$ cat config.mk
export PLATFORM = sky130hd
export DESIGN_NAME = gfmk_cell
export DESIGN_NICKNAME = d
export VERILOG_FILES = /design/src/rtl/gfmk_pkg.sv /design/src/rtl/gfmk_cell.sv
export SDC_FILE = /design/constraint.sdc
export NUM_CORES = 1
export LEC_CHECK = 0
export BUFFER_PORTS_ARGS = -buffer_cell sky130_fd_sc_hd__clkbuf_2
export CAP_MARGIN = 20
export CORE_AREA = 2 2 250 252
export DETAILED_ROUTE_END_ITERATION = 10
export DIE_AREA = 0 0 252 254
export PLACE_DENSITY = 0.71
export SYNTH_ARGS = -nofsm -noshare
export SYNTH_HDL_FRONTEND = slang
export SYNTH_SLANG_ARGS = --single-unit
$ cat constraint.sdc
create_clock -name clk -period 6.47 [get_ports clk]
set_input_delay 0.647 -clock clk [delete_from_list [all_inputs] [get_ports clk]]
set_output_delay 0.647 -clock clk [all_outputs]
set_load 0.02 [all_outputs]
$ cat src/rtl/gfmk_pkg.sv
// shared constants for the gf(2^128) multiply-by-key pipeline
package gfmk_pkg;

	localparam int BLOCK_W = 128;
	localparam int WORD_W  = 64;

	// bits of the operand consumed by one cell
	localparam int DIGIT_W = 8;

	// x^128 = 1 + x + x^2 + x^7
	localparam int RED_TAP_A = 1;
	localparam int RED_TAP_B = 2;
	localparam int RED_TAP_C = 7;

	localparam int CFG_INDEX_W = 2;
	localparam logic [CFG_INDEX_W-1:0] REG_KEY_LOW  = 2'd0;
	localparam logic [CFG_INDEX_W-1:0] REG_KEY_HIGH = 2'd1;

endpackage

$ cat src/rtl/gfmk_cell.sv
// one pipeline cell: acc = acc * x^D + digit * H, reduced mod the gcm polynomial
module gfmk_cell
	import gfmk_pkg::*;
#(
	parameter int DIGIT = DIGIT_W
) (
	input  logic               clk,
	input  logic               arst_n,
	input  logic               in_valid,
	output logic               in_ready,
	input  logic [BLOCK_W-1:0] in_acc,
	input  logic [BLOCK_W-1:0] in_x,
	input  logic [BLOCK_W-1:0] key,
	output logic               out_valid,
	input  logic               out_ready,
	output logic [BLOCK_W-1:0] out_acc,
	output logic [BLOCK_W-1:0] out_x
);

	logic               valid_q;
	logic [BLOCK_W-1:0] acc_q;
	logic [BLOCK_W-1:0] x_q;

	logic [BLOCK_W+DIGIT-1:0] wide;
	logic [DIGIT-1:0]         dig;
	logic [BLOCK_W-1:0]       ov_ext;
	logic [BLOCK_W-1:0]       acc_nxt;

	assign in_ready = !valid_q || out_ready;

	always_comb begin
		dig  = in_x[BLOCK_W-1 -: DIGIT];
		wide = {in_acc, {DIGIT{1'b0}}};
		for (int j = 0; j < DIGIT; j++) begin
			if (dig[j]) begin
				wide = wide ^ ({{DIGIT{1'b0}}, key} << j);
			end
		end
		// fold the bits above x^127 back once; the fold itself stays below x^128
		ov_ext  = {{(BLOCK_W-DIGIT){1'b0}}, wide[BLOCK_W+DIGIT-1 -: DIGIT]};
		acc_nxt = wide[BLOCK_W-1:0] ^ ov_ext ^ (ov_ext << RED_TAP_A)
			^ (ov_ext << RED_TAP_B) ^ (ov_ext << RED_TAP_C);
	end

	always_ff @(posedge clk or negedge arst_n) begin
		if (!arst_n) begin
			valid_q <= 1'b0;
		end else if (in_ready) begin
			valid_q <= in_valid;
		end
	end

	always_ff @(posedge clk) begin
		if (in_ready && in_valid) begin
			acc_q <= acc_nxt;
			x_q   <= in_x << DIGIT;
		end
	end

	assign out_valid = valid_q;
	assign out_acc   = acc_q;
	assign out_x     = x_q;

endmodule

Word level (Yosys, flattened, before mapping)
Cells that the tools add are included.
Word-level totals
  bits in registers: 249
  output and inout port bits: 258
  input bits: 388
Cells by class
  muxes and demuxes: 8
  bitwise gates (word level): 12
  reductions and logical operators: 3
Operators by type and width (number)
  136-bit 2-to-1 mux: 8
  136-bit by 128-bit XOR with 136-bit output: 1
  136-bit by 129-bit XOR with 136-bit output: 1
  136-bit by 130-bit XOR with 136-bit output: 1
  136-bit by 131-bit XOR with 136-bit output: 1
  136-bit by 132-bit XOR with 136-bit output: 1
  136-bit by 133-bit XOR with 136-bit output: 1
  136-bit by 134-bit XOR with 136-bit output: 1
  136-bit by 135-bit XOR with 136-bit output: 1
  128-bit by 10-bit XOR with 128-bit output: 1
  128-bit by 15-bit XOR with 128-bit output: 1
  128-bit by 8-bit XOR with 128-bit output: 1
  128-bit by 9-bit XOR with 128-bit output: 1
  1-bit logical AND: 1
  1-bit logical NOT: 1
  1-bit logical OR: 1

Longest topological paths before layout
Gate-level depths: netlist (run 1).
  depth in word-level cells: 20
  gate-level depth with buffers: 8

Least setup slack after synthesis (run 1)
OpenSTA, ideal clock, no wires.
  path type: input port to flip-flop
  start: input out_ready
  end: register acc_q[0] (netlist: out_acc[0]) (enable)
  required time: 5.831 ns
  setup time: 0.639 ns
  setup slack: -0.749 ns
  stages: 2
  buffers on the path: 0
  arrival time: 6.579 ns
  cell sequence: nand2b_1 > and2_1
On the way
  longest elaborated chain between the ends: 2
Ends and longest elaborated chain
  from (decl): RTL line gfmk_cell.sv:15  | input logic out_ready,
  1-bit logical OR: RTL line gfmk_cell.sv:29  | assign in_ready = !valid_q || out_ready;
  1-bit logical AND: RTL line gfmk_cell.sv:54  | if (in_ready && in_valid) begin
  to (signal assigned): RTL line gfmk_cell.sv:55  | acc_q <= acc_nxt;
  to (decl): RTL line gfmk_cell.sv:21  | logic [BLOCK_W-1:0] acc_q;
Every way passes these cells.
A chain may end at the register's enable or synchronous reset.

Final worst setup path (run 1)
  start: input in_x[127]
  end: register acc_q[7] (netlist: out_acc[7]) (data pin)
On the way
  longest elaborated chain between the ends: 5
Ends and longest elaborated chain
  from (decl): RTL line gfmk_cell.sv:12  | input logic [BLOCK_W-1:0] in_x,
  136-bit 2-to-1 mux (*): RTL line gfmk_cell.sv:35  | if (dig[j]) begin
  128-bit by 8-bit XOR with 128-bit output: RTL line gfmk_cell.sv:41  | acc_nxt = wide[BLOCK_W-1:0] ^ ov_ext ^ (ov_ext << RED_TAP_A)
  128-bit by 9-bit XOR with 128-bit output: RTL line gfmk_cell.sv:41
  128-bit by 10-bit XOR with 128-bit output: RTL line gfmk_cell.sv:42  | ^ (ov_ext << RED_TAP_B) ^ (ov_ext << RED_TAP_C);
  128-bit by 15-bit XOR with 128-bit output (*): RTL line gfmk_cell.sv:42
  net acc_nxt[7]: RTL line gfmk_cell.sv:27  | logic [BLOCK_W-1:0] acc_nxt;
The timed path passes the listed nets; every way through them passes the cells marked *.

==> metrics.txt, run 1 <==
Critical Path RT between 6 and 7 ns; Internal about 4.3 mW; leading area contributor after synthesis edfxtp_1; Comb pwr share 38.5%; die span in x 252 um; Max-cap violations 0; gr ovfl total 0; Power Dens Cells ~260 mW/mm^2; vias 18,300; share of the synthesized area in the top cell type between 30% and 40%; Starting Density approximately a third; startpoint types input pin; largest net degree at the start of global routing 127; Placer Congestion 0.859; 1st-pass router iterations 7; critical path type in2reg; core area 0.0613 mm^2; Post-DP Area 0.0249 mm^2; most numerous cell in the Yosys netlist nand2_1; share of cells above drive strength 1 23.1%; sequential share of power 33.1%; Top FF cell, synth edfxtp_1; Net Sw Power 2.30 mW; vias in the first global route 17,300; clock sink total 249; Clock Latency Late Sink 0.54 ns; asr flop ratio synth 0.402%; Mean Syn Cell Area around 8.5 um^2; first-pass GRT wire length 111,000 um; unrepaired setup endpoints after global routing no; mapped cell area 0.0216 mm^2; Synth cell types 17; WP data arrival 2.89 ns; Final Cycle Share 40.3%; vias per inst roughly 4.8; Nets 3,392; Total GRT Usage 23.1%; Final Cell Area about 0.026 mm^2; sw frac 34.7%; crit end category flip-flop; WL final 76,900 um; Final ANT Viol Nets 0; initial DRC count 1,387; Max Fclk roughly 380 MHz; Die Area 0.0640 mm^2; LEAKAGE about 11 nW; CTS root buffer clkbuf_16; post-synthesis sequential area ratio 34.5%; outcome completed; Post-Syn Instances 2,557; top cells by area, synth edfxtp_1 (34%), xnor2_1 (30%), nand2_1 (18%), xor2_1 (11%), clkbuf_1 (2.5%); Rows 91; Hold WC Path Type in2reg; worst reg2reg path depth 3; Area Growth Syn to Fin 20.4%; slew margin rel. between 30% and 40%; htree depth 2; Clock Power Share 28.5%; Final Max Slew Viols 0; Clk pin slew, worst setup/hold paths approximately 0.060 ns; CTS resizes 0; DRC 0; clock skew around 0.017 ns; setup bufs post-CTS 0; Post-synth EDFFs approximately 250; Avg WL per Cell roughly 20 um; Hold Path Cell Cnt 1; initial antenna violation count 14; setup TNS 0 ns; Yosys reg bits 249; maximum VDD drop 146 uV; commonest cells in the netlist nand2_1 (1,024), xnor2_1 (753), xor2_1 (264); Detail Placement HPWL 57,700 um; Longest Clk Path Bufs 3; Setup violations, final 0; die height 254 um; Fin. Hold Viols 0; Final min period 2.61 ns; I/O pin count 646; cts hold-fix bufs 1; YS warnings 0; cts bufs inserted 34; Worst Tran Pin Value roughly 0.95 ns; Fillers 6,071; Port Buf Inserts 637; critical path peak fanout 65; CTS tree built; final core occ a little over two fifths
## flip-flops by register name, indices dropped and copies added, names as in the netlist
signal and count:
out_x 120, out_acc 128, out_valid 1
## final timing paths
check                                            from                     to  slack, ns
worst max-delay path                        in_x[127]   out_acc[7]$_DFFE_PP_       3.86
worst min-delay path                         in_x[68]    out_x[76]$_DFFE_PP_       0.27
worst max register to register  out_valid$_DFFE_PN0N_  out_acc[52]$_DFFE_PP_       4.25
worst min register to register  out_valid$_DFFE_PN0N_  out_valid$_DFFE_PN0N_       0.55
max in group asynchronous                      arst_n  out_valid$_DFFE_PN0N_       5.97
min in group asynchronous                      arst_n  out_valid$_DFFE_PN0N_       0.42
## through the flow
stage	total power, mW	worst slack [ns]	std cells	hold WS, ns
2_1_floorplan	4.12	2.03	2564	0.351
3_3_place_gp	4.76	3.26	3757	0.424
3_5_place_dp	4.80	3.19	3757	0.426
4_1_cts	6.72	3.79	3818	0.229
5_1_grt	6.97	3.68	3820	0.226
6_report	6.65	3.86	3824	0.274
## cell usage in the layout, fill, tap and decap left out, types with 2 or more instances in the layout
cell type / instances
nand2_1: 1024
xnor2_1: 753
clkbuf_2: 629
xor2_1: 264
edfxtp_1: 248
clkbuf_16: 35
buf_4: 19
xnor3_1: 11
clkinv_1: 10
conb_1: 8
diode_2: 6
clkbuf_1: 5
clkinv_2: 4
bufinv_16: 3
buf_12: 3
xnor2_2: 2
nand2b_1: 2
clkinv_8: 2
## per-layer routing
layer  vias to the layer above  GRT usage (%)  share of wire (%)
met3                       160           6.16                9.0
met2                       789           38.2                 47
li1                       8620              -                  -
met5                         -              0               0.15
met1                      8694           27.3                 38
met4                        18           12.3                5.9
## critical path: stages
cell     delay [ns]
buf_4          0.53
buf_4          0.70
nand2_1        0.14
xnor2_1        0.20
xnor2_1        0.15
xnor2_1        0.16
xnor3_1        0.34
## power groups by stage
stage | Sequential [mW] | Combinational (mW) | Clock [mW]
2_1_floorplan | 2.51 | 1.61 | 0
3_3_place_gp | 2.23 | 2.53 | 0
3_5_place_dp | 2.23 | 2.57 | 0
4_1_cts | 2.20 | 2.58 | 1.94
5_1_grt | 2.22 | 2.75 | 2.00
6_report | 2.20 | 2.56 | 1.89
## kinds of logic (layout without fill, tap and decap cells)
family,count (synthesis),after routing,synth area share (%)
XOR/XNOR,1032,1032,42.7
flip-flops,249,249,34.5
buffers and inverters,248,712,4.94
AND/OR/NAND/NOR,1027,1027,17.8
other,1,14,0.0173
## area by class of cell
| type | count | area [um^2] | share of cell area (%) |
|---|---|---|---|
| well taps | 790 | 988 | 3.79 |
| flip-flops and latches | 249 | 7470 | 28.7 |
| diodes | 6 | 15.0 | 0.0576 |
| repair buffers | 652 | 3360 | 12.9 |
| clock buffers | 40 | 895 | 3.43 |
| clock inverters | 20 | 188 | 0.720 |
| multi-input cells | 2067 | 13100 | 50.4 |
Power figures use the tool's default switching activity.
==> run 2, diff against run 1 <==
- CORE_AREA: 2 2 250 252 -> 2 2 252 254
- DIE_AREA: 0 0 252 254 -> 0 0 254 256
- PLACE_DENSITY: 0.71 -> 0.68
- clock period: 6.47 -> 2.68 ns (I/O delays scaled with it)
==> run 2 against run 1 <==
Cell area increased by 7.1%. Cell count is 5.8% higher. Sequential share of layout area decreased by 1.9 points. Die area up 1.6%. First-iteration DRC count up 3.5%. Register-to-register slack lost 3.4 ns. Combinational power rose to 2.5 times the previous value. Clock-buffer cell count shrank 1. Clock skew grew 0.010 ns. Clock power increased to 2.5 times the previous value. Wire length increased by 6.6%. Global-route usage up 1.2 points. Critical path type is now reg2reg. Critical endpoint is now out_acc[47]$_DFFE_PP_. Largest cell class unchanged.
==> metrics.txt, run 2 (synthesis gave the netlist of run 1 again) <==
Area Growth Syn to Fin 28.9%; crit end category flip-flop; clock sink total 249; critical path peak fanout 32; clock skew 0.0277 ns; Hold WC Path Type in2reg; register area around 0.0075 mm^2; Starting Density 34.7%; vias per inst between 4 and 5; unrepaired setup endpoints after global routing no; Detail Placement HPWL between 60,000 and 70,000 um; maximum VDD drop 338 uV; DRC 0; Critical Path RT between 2 and 3 ns; CTS root buffer clkbuf_16; sw frac between 30% and 40%; share of cells above drive strength 1 between 20% and 30%; slew margin rel. 66.4%; first-pass GRT wire length approximately 120,000 um; most frequent cells in the layout nand2_1 (1,024), xnor2_1 (753), clkbuf_2 (629); Fillers around 6,100; Internal around 11 mW; Nets ~3,600; CTS resizes 0; sequential share of power 32.3%; Placer Congestion 0.909; Fin. Hold Viols 0; 1st-pass router iterations 5; Max-cap violations 0; vias 19,200; initial antenna violation count 14; Setup violations, final 0; cts bufs inserted 34; Clock Power Share 28.8%; core area 0.0624 mm^2; Die Area around 0.065 mm^2; Max Fclk 556 MHz; critical path type reg2reg; vias in the first global route 18,600; die span in x 254 um; I/O pin count 646; Rows 92; commonest non-fill, non-tap cell in the layout nand2_1; setup bufs post-CTS 0; Avg WL per Cell 20.3 um; die height 256 um; max reg flops 128; initial DRC count 1,435; LEAKAGE around 11 nW; Clock Latency Late Sink ~0.56 ns; CTS tree built; Longest Clk Path Bufs 3; startpoint types flip-flop; Final Max Slew Viols 0; Net Sw Power 5.73 mW; Total GRT Usage between 20% and 30%; gr ovfl total 0; setup TNS 0 ns; Worst Tran Pin Value 0.504 ns; Final ANT Viol Nets 0; htree depth 2; WP data arrival a little over 2 ns; Power Dens Cells 594 mW/mm^2; Final Cycle Share 67.1%; Post-Place Worst Slack slightly below 0.5 ns; Final min period 1.80 ns; area of the multi-input gates 0.0131 mm^2; Port Buf Inserts 637; outcome completed; Clk pin slew, worst setup/hold paths 0.06 ns; Comb pwr share 38.9%; WL final 82,000 um; largest net degree at the start of global routing 73; final worst slack 0.882 ns
==> run 2: cell count changes in the layout (fill, tap and decap cells not counted), sizes merged <==
cell / change
inv: +3
clkbuf: -1
diode: +3
clkinvlp: +2
bufinv: +2
dlygate4sd3: +123
clkinv: -5
buf: +37
==> run 2: layout make-up <==
class | count | share of cell area [%]
sequential | 249 | 26.8
multi-input combinational | 2067 | 47.1
tap | 846 | 3.79
antenna | 9 | 0.0807
clock inverter | 22 | 0.946
clock buffer | 39 | 3.12
timing repair buffer | 812 | 18.2
==> run 2: worst paths after layout <==
kind	cells past startpoint	end	slack (ns)	startpoint
worst max-delay path	4	out_acc[47]$_DFFE_PP_	0.88	out_valid$_DFFE_PN0N_
worst min-delay path	3	out_acc[117]$_DFFE_PP_	0.11	in_acc[109]
worst max register to register	4	out_acc[47]$_DFFE_PP_	0.88	out_valid$_DFFE_PN0N_
worst min register to register	2	out_x[39]$_DFFE_PP_	0.90	out_valid$_DFFE_PN0N_
max in group asynchronous	3	out_valid$_DFFE_PN0N_	2.01	arst_n
min in group asynchronous	3	out_valid$_DFFE_PN0N_	0.55	arst_n
==> run 2: layer usage <==
layer / GRT usage, % / vias to the layer above / routed length [um]
met4: 14.3 / 14 / 5240
met3: 6.18 / 180 / 7650
met2: 40.1 / 908 / 38800
li1: - / 8945 / -
met1: 28.4 / 9174 / 30200
met5: 0 / - / 93
==> run 2: critical path, cell delays in order (launching register included) <==
cell and delay (ns):
dfrtp_2 0.43, nand2b_4 0.08, and2_4 0.36, buf_12 0.27
buf_12 0.25
==> run 2: repair_timing <==
| action | 4_1_cts | 5_1_grt |
|---|---|---|
| hold endpoints to repair | 122 | 0 |
| hold buffers | 124 | 0 |
| endpoints found under the setup margin | 0 | 0 |
==> run 2: power by group through the flow <==
stage          Sequential, mW  Combinational [mW]  Clock [mW]
3_3_place_gp             5.42                6.20           0
5_1_grt                  5.39                6.93        5.00
3_5_place_dp             5.41                6.29           0
2_1_floorplan            6.05                3.89           0
4_1_cts                  5.35                6.47        4.85
6_report                 5.34                6.45        4.77
==> run 2: per-stage QoR <==
step           util [%]  total power [mW]  cell area (um^2)  std cells  hold WS (ns)
4_1_cts            44.7              16.7             27900       4035        0.0823
6_report           44.7              16.6             27900       4044         0.113
3_3_place_gp       40.9              11.6             25500       3850        0.0432
2_1_floorplan         -              9.94             21700       2564       -0.0276
3_5_place_dp       40.9              11.7             25500       3850        0.0511
5_1_grt            44.7              17.3             27900       4040         0.112
==> run 3, diff against run 2 <==
- CORE_AREA: 2 2 252 254 -> 2 2 250 252
- DIE_AREA: 0 0 254 256 -> 0 0 252 254
- PLACE_DENSITY: 0.68 -> 0.71
- clock period: 2.68 -> 1.5 ns (I/O delays scaled with it)
==> run 3 against run 2 <==
Global-route usage rose by 0.88 points. First-iteration DRC count is 15% higher. Combinational power up 91%. Sequential share of layout area decreased by 2.1 points.
==> metrics.txt, run 3 (synthesis gave the netlist of run 1 again) <==
CP max stage cell edfxtp_1; Clk pin slew, worst setup/hold paths 0.07 ns; dpl cells ~3,900; Critical Path RT 1.35 ns; clock skew 0.0301 ns; LEAKAGE between 10 and 15 nW; worst-path cell chain clkbuf_2; Clock Latency Late Sink 0.61 ns; Fin. Hold Viols 0; WL final about 84,000 um; setup bufs post-CTS 0; cts hold-fix bufs 234; Final Cycle Share 97.8%; startpoint types flip-flop; outcome completed; Rows 91; final core occ between 40 and 50%; Final min period 1.47 ns; CTS resizes 0; share of cells above drive strength 1 a little over a quarter; die height 254 um; vias per inst 4.78; htree depth 1; Die Area 0.0640 mm^2; Final ANT Viol Nets 0; I/O pin count about 650; Placer Congestion 0.921; CP max stage delay 0.50 ns; Area Growth Syn to Fin 39.9%; critical path type reg2out; Nets 3,797; Port Buf Inserts between 600 and 700; FF-to-FF Start out_valid$_DFFE_PN0N_; vias in the first global route 19,800; Max-cap violations 0; Starting Density 35.3%; R2R Path End out_x[120]$_DFFE_PP_; Total GRT Usage 25.2%; unrepaired setup endpoints after global routing no; crit end category output pin; final cell count without fillers 4,236; cts bufs inserted 31; initial antenna violation count 22; critical path peak fanout 1; CTS tree built; clock sink total 249; commonest non-fill, non-tap cell in the layout nand2_1; Power Dens Cells 988 mW/mm^2; core area 0.0613 mm^2; Fillers 5,573; Design Power 29.9 mW; die span in x ~250 um; Detail Placement HPWL 61,600 um; maximum VDD drop 1060 uV; Longest Clk Path Bufs 3; Hold WC Path Type in2reg; Worst Setup EP out_x[104]; Final Max Slew Viols 0; Top delay family on crit path flip-flops; worst reg2reg path depth 4; largest net degree at the start of global routing 43; Setup violations, final 0; first-pass GRT wire length approximately 120,000 um; gr ovfl total 0; Buf/Inv on CP 1; Crit path depth 1; DRC 0; max reg flops 128; r2r setup slk about 0.050 ns; WP data arrival about 1.3 ns; Avg WL per Cell 19.7 um; CTS root buffer clkbuf_16; vias 20,200; crit path from out_x[104]$_DFFE_PP_; 1st-pass router iterations 5; initial DRC count 1,648; most frequent cells in the layout nand2_1 (1,018), xnor2_1 (751), clkbuf_2 (629); Max Fclk around 680 MHz
==> run 3: cell count changes in the layout (fill, tap and decap cells not counted), sizes merged <==
| cell | change |
|---|---|
| dlygate4sd3 | +110 |
| diode | +3 |
| clkbuf | -2 |
| inv | +1 |
| bufinv | -1 |
| clkinvlp | -1 |
| buf | +138 |
==> run 3: cell type report <==
type,instances,area (um^2),share of cell area [%]
clock inverter,21,240,0.794
clock buffer,37,828,2.74
sequential,249,7470,24.7
multi-input combinational,2067,13200,43.7
antenna,12,30.0,0.0992
timing repair buffer,1060,7480,24.7
tap,790,988,3.27
==> run 3: layer usage <==
layer / global-route usage [%] / up-vias / routed length, um
met1: 30.1 / 9593 / 31800
met5: 0 / - / 114
met4: 14.0 / 18 / 4870
met2: 41.6 / 985 / 39200
met3: 6.01 / 193 / 7470
li1: - / 9447 / -
==> run 3: metrics by stage <==
stage | hold WS (ns) | setup WS [ns] | instance area, um^2 | setup TNS, ns
after detailed placement | -0.0736 | -0.349 | 26800 | -29.67
after global placement | -0.0746 | -0.312 | 26800 | -27.11
after CTS | 0.0105 | 0.0295 | 30200 | 0
final | 0.0353 | 0.0326 | 30300 | 0
after global routing | 0.0322 | 0.0132 | 30300 | 0
after floorplan | -0.146 | -1.28 | 21900 | -317.56
==> run 3: how the worst min path moves through the flow <==
stage                            endpoint       start  slack [ns]  cells after the start
global route        out_acc[36]$_DFFE_PP_  in_acc[28]        0.03                      3
global placement    out_valid$_DFFE_PN0N_      arst_n       -0.07                      1
finish              out_acc[36]$_DFFE_PP_  in_acc[28]        0.04                      3
detailed placement  out_valid$_DFFE_PN0N_      arst_n       -0.07                      1
CTS                 out_acc[36]$_DFFE_PP_  in_acc[28]        0.01                      3
floorplan           out_valid$_DFFE_PN0N_      arst_n       -0.15                      0
==> run 3: power breakdown <==
group | total (mW) | internal [mW] | leakage (nW) | switching, mW
combinational | 12.3 | 5.72 | 9.82 | 6.61
clock | 8.06 | 4.65 | 0.523 | 3.40
sequential | 9.53 | 9.19 | 2.37 | 0.339
==> run 3: worst min-delay path, cell delays in order <==
cell and delay [ns]:
clkbuf_2 0.09, xor2_1 0.07, xnor2_1 0.14
